**src/rtl/core/wmm_pkg.sv**
```systemverilog
// Shared types, constants and character helpers for the wildcard mask matcher.
// Used by the compare walker and the core top level.
`timescale 1ns / 1ps

package wmm_pkg;

   // Buffer geometry
   localparam int MAX_LEN = 64;
   localparam int ADDR_W  = $clog2(MAX_LEN);
   localparam int CNT_W   = $clog2(MAX_LEN + 1);
   localparam int CHAR_W  = 8;

   // Request codes
   localparam logic [1:0] REQ_MASK = 2'd0;
   localparam logic [1:0] REQ_TEXT = 2'd1;
   localparam logic [1:0] REQ_CMP  = 2'd2;

   // Wildcard characters
   localparam logic [CHAR_W-1:0] STAR_CH  = 8'h2A;
   localparam logic [CHAR_W-1:0] QMARK_CH = 8'h3F;

   // Compare walker states
   typedef enum logic [2:0] {
      W_IDLE,
      W_LOOP,
      W_EVAL,
      W_STAR,
      W_FIN,
      W_DONE
   } walk_state_type;

   // Compare start command from the core
   typedef struct packed {
      logic             start;
      logic [CNT_W-1:0] mask_len;
      logic [CNT_W-1:0] text_len;
   } walk_cmd_type;

   // Read addresses the walker drives onto the buffer RAMs
   typedef struct packed {
      logic [ADDR_W-1:0] mask_a;
      logic [ADDR_W-1:0] mask_b;
      logic [ADDR_W-1:0] text_a;
      logic [ADDR_W-1:0] text_b;
   } walk_rd_type;

   // Walker status back to the core
   typedef struct packed {
      logic busy;
      logic done;
      logic is_match;
   } walk_res_type;

   // Fold ASCII lower case letters to upper case
   function automatic logic [CHAR_W-1:0] fold(input logic [CHAR_W-1:0] c);
      logic [CHAR_W-1:0] r;
      r = c;
      if (c >= 8'h61 && c <= 8'h7A) begin
         r = c - 8'h20;
      end
      return r;
   endfunction

   function automatic logic is_wild(input logic [CHAR_W-1:0] c);
      return (c == STAR_CH) || (c == QMARK_CH);
   endfunction

endpackage

```
**src/rtl/core/wmm_ram.sv**
```systemverilog
// Generic synchronous RAM: one write port, two registered read ports.
// Stand-alone; holds the mask and string bytes.
`timescale 1ns / 1ps

module wmm_ram #(
   parameter int WIDTH = 8,
   parameter int DEPTH = 64
) (
   input  logic                     clock,
   input  logic                     wr_en,
   input  logic [$clog2(DEPTH)-1:0] wr_addr,
   input  logic [WIDTH-1:0]         wr_data,
   input  logic [$clog2(DEPTH)-1:0] rd_a_addr,
   output logic [WIDTH-1:0]         rd_a_data,
   input  logic [$clog2(DEPTH)-1:0] rd_b_addr,
   output logic [WIDTH-1:0]         rd_b_data
);

   logic [WIDTH-1:0] mem_ff [DEPTH];
   logic [WIDTH-1:0] rd_a_ff;
   logic [WIDTH-1:0] rd_b_ff;

   // Write one word, register both reads
   always_ff @(posedge clock) begin
      if (wr_en) begin
         mem_ff[wr_addr] <= wr_data;
      end
      rd_a_ff <= mem_ff[rd_a_addr];
      rd_b_ff <= mem_ff[rd_b_addr];
   end

   assign rd_a_data = rd_a_ff;
   assign rd_b_data = rd_b_ff;

endmodule

```
**src/rtl/core/wmm_walker.sv**
```systemverilog
// Compare sequencer: walks mask and string from both ends with one star
// backtrack point. Depends on wmm_pkg; reads the buffers through wmm_ram ports.
`timescale 1ns / 1ps

module wmm_walker
   import wmm_pkg::*;
(
   input  logic              clock,
   input  logic              reset,
   input  walk_cmd_type      cmd,
   input  logic              result_take,
   output walk_rd_type       rd,
   input  logic [CHAR_W-1:0] mask_a_data,
   input  logic [CHAR_W-1:0] mask_b_data,
   input  logic [CHAR_W-1:0] text_a_data,
   input  logic [CHAR_W-1:0] text_b_data,
   output walk_res_type      res
);

   walk_state_type   state_ff, state_in;
   logic [CNT_W-1:0] mi_ff, mi_in;
   logic [CNT_W-1:0] si_ff, si_in;
   logic [CNT_W-1:0] mend_ff, mend_in;
   logic [CNT_W-1:0] send_ff, send_in;
   logic [CNT_W-1:0] star_pos_ff, star_pos_in;
   logic [CNT_W-1:0] star_char_ff, star_char_in;
   logic             star_valid_ff, star_valid_in;
   logic             match_ff, match_in;

   logic [CNT_W-1:0] mi_inc;
   logic [CNT_W-1:0] si_inc;
   logic [CNT_W-1:0] mend_dec;
   logic [CNT_W-1:0] send_dec;
   logic [CNT_W-1:0] back_si;
   logic             mismatch;

   assign mi_inc   = mi_ff + CNT_W'(1);
   assign si_inc   = si_ff + CNT_W'(1);
   assign mend_dec = mend_ff - CNT_W'(1);
   assign send_dec = send_ff - CNT_W'(1);
   assign back_si  = star_char_ff + CNT_W'(1);

   // State and walk registers
   always_ff @(posedge clock) begin
      if (reset) begin
         state_ff      <= W_IDLE;
         star_valid_ff <= 1'b0;
      end else begin
         state_ff      <= state_in;
         star_valid_ff <= star_valid_in;
      end
      mi_ff        <= mi_in;
      si_ff        <= si_in;
      mend_ff      <= mend_in;
      send_ff      <= send_in;
      star_pos_ff  <= star_pos_in;
      star_char_ff <= star_char_in;
      match_ff     <= match_in;
   end

   // Next state, read addresses and walk updates
   always_comb begin
      state_in      = state_ff;
      mi_in         = mi_ff;
      si_in         = si_ff;
      mend_in       = mend_ff;
      send_in       = send_ff;
      star_pos_in   = star_pos_ff;
      star_char_in  = star_char_ff;
      star_valid_in = star_valid_ff;
      match_in      = match_ff;
      mismatch      = 1'b0;
      rd.mask_a     = mi_ff[ADDR_W-1:0];
      rd.mask_b     = mend_dec[ADDR_W-1:0];
      rd.text_a     = si_ff[ADDR_W-1:0];
      rd.text_b     = send_dec[ADDR_W-1:0];

      case (state_ff)
         W_IDLE: begin
            if (cmd.start) begin
               mi_in         = '0;
               si_in         = '0;
               mend_in       = cmd.mask_len;
               send_in       = cmd.text_len;
               star_valid_in = 1'b0;
               star_pos_in   = '0;
               star_char_in  = '0;
               match_in      = 1'b1;
               if (cmd.mask_len == '0) begin
                  state_in = W_DONE;
               end else begin
                  state_in = W_LOOP;
               end
            end
         end

         // Issue reads for both ends, or for the final check
         W_LOOP: begin
            if (mi_ff < mend_ff && si_ff < send_ff) begin
               state_in = W_EVAL;
            end else begin
               state_in = W_FIN;
            end
         end

         W_EVAL: begin
            // Keep text head on port A, fetch the byte after a star on mask A
            rd.mask_a = mi_inc[ADDR_W-1:0];
            state_in  = W_LOOP;
            if (!is_wild(mask_a_data)) begin
               if (fold(mask_a_data) != fold(text_a_data)) begin
                  mismatch = 1'b1;
               end else begin
                  mi_in = mi_inc;
                  si_in = si_inc;
               end
            end else if (!is_wild(mask_b_data)) begin
               if (fold(mask_b_data) != fold(text_b_data)) begin
                  mismatch = 1'b1;
               end else begin
                  mend_in = mend_dec;
                  send_in = send_dec;
               end
            end else if (mask_a_data == QMARK_CH) begin
               mi_in = mi_inc;
               si_in = si_inc;
            end else if (mask_b_data == QMARK_CH) begin
               mend_in = mend_dec;
               send_in = send_dec;
            end else if (mi_inc == mend_ff) begin
               // Trailing star swallows the rest
               match_in = 1'b1;
               state_in = W_DONE;
            end else begin
               if (!star_valid_ff || star_pos_ff != mi_ff) begin
                  star_valid_in = 1'b1;
                  star_pos_in   = mi_ff;
                  star_char_in  = si_ff;
               end
               state_in = W_STAR;
            end

            // Backtrack to the star, or fail
            if (mismatch) begin
               if (star_valid_ff) begin
                  mi_in        = star_pos_ff;
                  si_in        = back_si;
                  star_char_in = back_si;
               end else begin
                  match_in = 1'b0;
                  state_in = W_DONE;
               end
            end
         end

         // Byte after the star against the current string byte
         W_STAR: begin
            si_in = si_inc;
            if (fold(mask_a_data) == fold(text_a_data)) begin
               mi_in = mi_ff + CNT_W'(2);
            end
            state_in = W_LOOP;
         end

         W_FIN: begin
            match_in = (mi_ff == mend_ff && si_ff == send_ff) ||
                       (mi_inc == mend_ff && mask_a_data == STAR_CH &&
                        si_ff == send_ff);
            state_in = W_DONE;
         end

         // Hold the answer until the core takes it
         W_DONE: begin
            if (result_take) begin
               state_in = W_IDLE;
            end
         end

         default: begin
            state_in = W_IDLE;
         end
      endcase
   end

   assign res.busy     = (state_ff != W_IDLE);
   assign res.done     = (state_ff == W_DONE);
   assign res.is_match = match_ff;

endmodule

```
**src/rtl/core/wildcard_mask_matcher_core.sv**
```systemverilog
// Wildcard mask matcher top level: character loading, buffer RAMs, result word.
// Depends on wmm_pkg, wmm_ram and wmm_walker.
`timescale 1ns / 1ps

// Mask and string bytes load one word per cycle (req_type 0 and 1) into two
// 64-byte RAMs; bytes past 64 are dropped and flag overflow. A compare word
// (req_type 2) starts the walker, which holds req_ready low until its answer
// moves into the output register. Each trim or match step passes W_LOOP and
// W_EVAL, a star step also W_STAR, since every step reads both buffer RAMs and
// waits for the registered read data. An empty mask goes straight to W_DONE;
// otherwise req_ready stays low for the walk steps, the last loop test, the
// final check and the hand-off, and longer while the output register is full.
// Star-heavy masks that backtrack often take longest, since each backtrack
// restarts a walk over up to 64 string bytes. Loads are taken while a finished
// result waits on rsp_ready. Both buffers empty after each compare. The answer
// is a case-insensitive '?' / '*' glob match; an empty mask always matches.

module wildcard_mask_matcher_core
   import wmm_pkg::*;
(
   input  logic              clock,
   input  logic              reset,
   input  logic              req_valid,
   output logic              req_ready,
   input  logic [1:0]        req_type,
   input  logic [CHAR_W-1:0] req_char_in,
   output logic              rsp_valid,
   input  logic              rsp_ready,
   output logic              rsp_is_match,
   output logic              rsp_overflowed
);

   logic [CNT_W-1:0] mask_count_ff, mask_count_in;
   logic [CNT_W-1:0] text_count_ff, text_count_in;
   logic             ovf_ff, ovf_in;
   logic             ovf_hold_ff, ovf_hold_in;
   logic             rsp_valid_ff, rsp_valid_in;
   logic             rsp_match_ff, rsp_match_in;
   logic             rsp_ovf_ff, rsp_ovf_in;

   logic             accept;
   logic             mask_full;
   logic             text_full;
   logic             mask_we;
   logic             text_we;
   logic             take;
   walk_cmd_type     cmd;
   walk_rd_type      rd;
   walk_res_type     res;
   logic [CHAR_W-1:0] mask_a_data, mask_b_data, text_a_data, text_b_data;

   assign req_ready = !res.busy;
   assign accept    = req_valid && req_ready;
   assign mask_full = (mask_count_ff >= CNT_W'(MAX_LEN));
   assign text_full = (text_count_ff >= CNT_W'(MAX_LEN));
   assign mask_we   = accept && req_type == REQ_MASK && !mask_full;
   assign text_we   = accept && req_type == REQ_TEXT && !text_full;
   assign take      = res.done && (!rsp_valid_ff || rsp_ready);

   assign cmd.start    = accept && req_type == REQ_CMP;
   assign cmd.mask_len = mask_count_ff;
   assign cmd.text_len = text_count_ff;

   // Counts, overflow and output word
   always_comb begin
      mask_count_in = mask_count_ff;
      text_count_in = text_count_ff;
      ovf_in        = ovf_ff;
      ovf_hold_in   = ovf_hold_ff;
      rsp_valid_in  = rsp_valid_ff;
      rsp_match_in  = rsp_match_ff;
      rsp_ovf_in    = rsp_ovf_ff;

      if (accept) begin
         case (req_type)
            REQ_MASK: begin
               if (mask_full) begin
                  ovf_in = 1'b1;
               end else begin
                  mask_count_in = mask_count_ff + CNT_W'(1);
               end
            end
            REQ_TEXT: begin
               if (text_full) begin
                  ovf_in = 1'b1;
               end else begin
                  text_count_in = text_count_ff + CNT_W'(1);
               end
            end
            REQ_CMP: begin
               ovf_hold_in   = ovf_ff;
               ovf_in        = 1'b0;
               mask_count_in = '0;
               text_count_in = '0;
            end
            default: begin
               // unused code: drop
            end
         endcase
      end

      if (rsp_valid_ff && rsp_ready) begin
         rsp_valid_in = 1'b0;
      end
      if (take) begin
         rsp_valid_in = 1'b1;
         rsp_match_in = res.is_match;
         rsp_ovf_in   = ovf_hold_ff;
      end
   end

   always_ff @(posedge clock) begin
      if (reset) begin
         mask_count_ff <= '0;
         text_count_ff <= '0;
         ovf_ff        <= 1'b0;
         rsp_valid_ff  <= 1'b0;
      end else begin
         mask_count_ff <= mask_count_in;
         text_count_ff <= text_count_in;
         ovf_ff        <= ovf_in;
         rsp_valid_ff  <= rsp_valid_in;
      end
      ovf_hold_ff  <= ovf_hold_in;
      rsp_match_ff <= rsp_match_in;
      rsp_ovf_ff   <= rsp_ovf_in;
   end

   assign rsp_valid      = rsp_valid_ff;
   assign rsp_is_match   = rsp_match_ff;
   assign rsp_overflowed = rsp_ovf_ff;

   // Mask buffer
   wmm_ram #(
      .WIDTH (CHAR_W),
      .DEPTH (MAX_LEN)
   ) u_mask_ram (
      .clock     (clock),
      .wr_en     (mask_we),
      .wr_addr   (mask_count_ff[ADDR_W-1:0]),
      .wr_data   (req_char_in),
      .rd_a_addr (rd.mask_a),
      .rd_a_data (mask_a_data),
      .rd_b_addr (rd.mask_b),
      .rd_b_data (mask_b_data)
   );

   // String buffer
   wmm_ram #(
      .WIDTH (CHAR_W),
      .DEPTH (MAX_LEN)
   ) u_text_ram (
      .clock     (clock),
      .wr_en     (text_we),
      .wr_addr   (text_count_ff[ADDR_W-1:0]),
      .wr_data   (req_char_in),
      .rd_a_addr (rd.text_a),
      .rd_a_data (text_a_data),
      .rd_b_addr (rd.text_b),
      .rd_b_data (text_b_data)
   );

   // Compare sequencer
   wmm_walker u_walker (
      .clock       (clock),
      .reset       (reset),
      .cmd         (cmd),
      .result_take (take),
      .rd          (rd),
      .mask_a_data (mask_a_data),
      .mask_b_data (mask_b_data),
      .text_a_data (text_a_data),
      .text_b_data (text_b_data),
      .res         (res)
   );

endmodule
```
**config.mk**
```make
export PLATFORM = sky130hd
export DESIGN_NAME = wildcard_mask_matcher_core
export DESIGN_NICKNAME = d
export VERILOG_FILES = /design/src/rtl/core/wmm_pkg.sv /design/src/rtl/core/wmm_ram.sv /design/src/rtl/core/wmm_walker.sv /design/src/rtl/core/wildcard_mask_matcher_core.sv
export SDC_FILE = /design/constraint.sdc
export NUM_CORES = 2
export LEC_CHECK = 0
export ABC_AREA = 1
export BUFFER_PORTS_ARGS = -buffer_cell sky130_fd_sc_hd__buf_2
export CORE_MARGIN = 2
export CORE_UTILIZATION = 45
export DETAILED_ROUTE_END_ITERATION = 8
export SLEW_MARGIN = 20
export SYNTH_ARGS = -nofsm -noshare
export SYNTH_HDL_FRONTEND = slang
export SYNTH_SLANG_ARGS = --single-unit
export TNS_END_PERCENT = 5
```
**constraint.sdc**
```tcl
create_clock -name clock -period 4.5 [get_ports clock]
set_input_delay 0.45 -clock clock [delete_from_list [all_inputs] [get_ports clock]]
set_output_delay 0.45 -clock clock [all_outputs]
set_load 0.05 [all_outputs]
```
==> impl_metrics.yaml <==
sta:
  worst_slack_ns: 1.151
  slew_viol_final: 0
  fmax_ghz: 0.2986
  setup_viol: 0
  final_hold_viol_count: 0
  clock_skew_ns: 0.02982
  fin_tns_setup_ns: 0
  period_minus_slack_ns: 3.349
  slew_headroom: 0.1673
  tightestPinTransition_ns: 1.233
  rsz0062_at_grt: "no"
  finalCritPeriodShare: 0.7442
logic_synthesis:
  synth-seq-cells: 1122
  synthCells: 5772
  ys_async_sr_fraction: 0
  synth_area_um2: 56210
  yosysWarnings: 0
  synth_cell_type_count: 52
  synth_ff_type: "edfxtp_1"
  synth_nets: 5814
  ys_seq_area_frac: 0.5901
  synth_edf_count: 1070
  synth_area_per_cell_um2: 9.739
floorplanning:
  io_pins: 18
  start_util: 0.4541
  die_y_um: 357.4
  die_w_um: 357.4
  fp-row-count: 129
  design.core.area_um2: 123800
  dieArea_um2: 127800
finish:
  areaGrowthSynthToFinish_pct: 10.56
  layout_common_cells: "nor2_1, edfxtp_1, o21ai_0"
  antenna_cells: 0
  stdcell_area_um2: 62150
  layoutNonFillerInstCount: 7347
  n_fill_cell: 11100
  multi_input_area_um2: 20220
  nNetsFinal: 5652
  final_common_cell: "nor2_1"
  drive_gt1_frac: 0.07023
  seq_area_um2: 33170
place:
  port_buffers: 17
  place_congestion: 0.9480
  dpl.cell_count: 7126
  place_area_um2: 58150
  dpl.hpwl_mm: 118.8
  place_ws_ns: 1.217
worst_setup_path:
  max_stage_delay_ns: 0.62
  r2r_cells: 12
  crit_path_max_fanout: 68
  crit_type: "reg -> reg"
  arrival_ns: 3.96
  cp-end-kind: "register"
  cp.required_ns: 5.11
  cpMaxStageDelayCell: "buf_4"
  start_kind: "register"
  path_cells: "nor2_4 > nand2_4 > nand2_1 > nand2_8 > buf_4 > a21oi_1 > o21ai_0 > o21ai_0 > o211ai_1 > nand3_1 > nand3_1 > nand2_1"
pwr:
  power_density_nw_per_um2: 542.0
  total_power_mw: 33.69
  ir_drop_mv: 0.4996
  cellLeakagePower_nw: 20.92
global_routing:
  grt_pass1_vias: 43130
  grt_pass1_wl_mm: 282.0
  track_usage: 0.2932
  grt_start_max_net_pins: 189
  antenna_found_initial: 2
  grt.overflow.total: 0
worst_hold_path:
  hp-class: "in -> reg"
  hold-path-cell-count: 2
flow_run:
  maxCapViolCount: 0
clock_tree:
  root_buffer: "clkbuf_16"
  cts_tree: "yes"
  cts_buffer_depth: 3
  cts.clk_slew.worst_paths_ns: 0.06
  h-tree-depth: 3
  post-cts-setup-buffer-count: 0
  clock_latency_ns: 0.75
  cts_sinks: 1122
  numCtsBuffers: 118
detailed_routing:
  remaining_drc_errors: 0
  dr.pass1.iters: 7
  drtIter0Drc: 7135
  vias: 46630
  avgRoutedWirePerCell_um: 25.99
  viasPerCell: 6.346
  postRouteAntennaNets: 0
  drt-total-wl_mm: 190.9
run_status:
  status: "finished clean"
final cells by class:
class | count | area share
sequential | 1122 | 0.5338
multi-input combinational | 3913 | 0.3254
clock buffer | 145 | 0.05082
tap | 1637 | 0.03296
timing repair buffer | 167 | 0.02629
inverter | 288 | 0.01772
clock inverter | 75 | 0.01309
critical path, delay by kind of cell, from the launching register on:
| kind | cells | cell delay [ns] |
|---|---|---|
| buf+inv | 1 | 0.62 |
| compound gates | 4 | 0.70 |
| flops | 1 | 0.41 |
| simple gates | 7 | 1.39 |
cell families (layout without fill, tap and decap cells):
group / count (synthesis) / in the layout / synth area share
simple gates: 1961 / 1961 / 0.1407
compound gates: 1860 / 1860 / 0.1994
flops: 1122 / 1122 / 0.5901
buf+inv: 737 / 675 / 0.05266
xor+xnor: 33 / 33 / 0.005275
mux: 31 / 31 / 0.005520
fa+ha+maj: 28 / 28 / 0.006233
repair_timing:
item | CTS | global route
endpoints found under the setup margin | 0 | 0
hold endpoints to repair | 1 | 0
gates resized for setup | 0 | 0
hold buffers | 1 | 0
per-layer routing:
metal	routed length, um	GRT usage
met1	75330	0.3993
met2	88070	0.4653
met3	18600	0.04898
met4	8946	0.1235
met5	0	0
metrics by stage:
step,hold WS (ns),util
2_1_floorplan,0.4003,-
3_3_place_gp,0.4253,0.4698
3_5_place_dp,0.4266,0.4698
4_1_cts,0.006988,0.5019
5_1_grt,0.03319,0.5020
6_report,0.05084,0.5020
cells in the mapped netlist, types with 5 or more instances:
cell type / count / share of area
xor2_1: 24 / 0.0037
nand4_1: 18 / 0.0020
buf_2: 98 / 0.0087
inv_1: 272 / 0.018
a31oi_1: 5 / 0.00056
nor3_1: 27 / 0.0024
o311ai_1: 26 / 0.0041
mux2i_1: 31 / 0.0055
o221ai_1: 110 / 0.017
xnor2_1: 8 / 0.0012
a211oi_1: 9 / 0.0012
o21ai_1: 67 / 0.0060
nand2_1: 385 / 0.026
o211ai_1: 237 / 0.032
buf_4: 9 / 0.0012
buf_1: 22 / 0.0015
dfxtp_1: 52 / 0.019
a21oi_1: 223 / 0.020
nor2_1: 1232 / 0.082
o311ai_0: 16 / 0.0025
nand3_1: 268 / 0.024
o31ai_1: 48 / 0.0064
ha_1: 28 / 0.0062
o22ai_1: 138 / 0.015
edfxtp_1: 1070 / 0.57
o21ai_0: 870 / 0.077
buf_6: 5 / 0.0010
inv_2: 13 / 0.00087
o32ai_1: 99 / 0.015
clkbuf_1: 315 / 0.021
worst paths after layout:
kind,start,to,slack [ns]
max reg2reg,u_walker.state_ff[2],u_mask_ram.rd_a_data[6],1.15
max,u_walker.state_ff[2],u_mask_ram.rd_a_data[6],1.15
min reg2reg,ovf_ff,ovf_hold_ff,0.44
min,reset,rsp_valid,0.05
report_power, final:
| part | switching [mW] | leakage [nW] | internal (mW) |
|---|---|---|---|
| Combinational | 8.16 | 8.90 | 3.25 |
| Clock | 4.24 | 1.95 | 5.93 |
| Sequential | 0.395 | 10.1 | 11.7 |
flip-flops by register name, summed over array words and instances, names as in the netlist, 3 cells and up:
signal / flops
u_text_ram.rd_a_data: 8
u_walker.state_ff: 3
u_walker.star_char_ff: 7
mask_count_ff: 7
u_mask_ram.mem_ff: 512
u_walker.star_pos_ff: 7
u_text_ram.mem_ff: 512
u_text_ram.rd_b_data: 8
u_walker.mi_ff: 7
u_mask_ram.rd_b_data: 8
u_mask_ram.rd_a_data: 8
u_walker.mend_ff: 7
u_walker.si_ff: 7
text_count_ff: 7
u_walker.send_ff: 7
(Power assumes the default switching activity.)
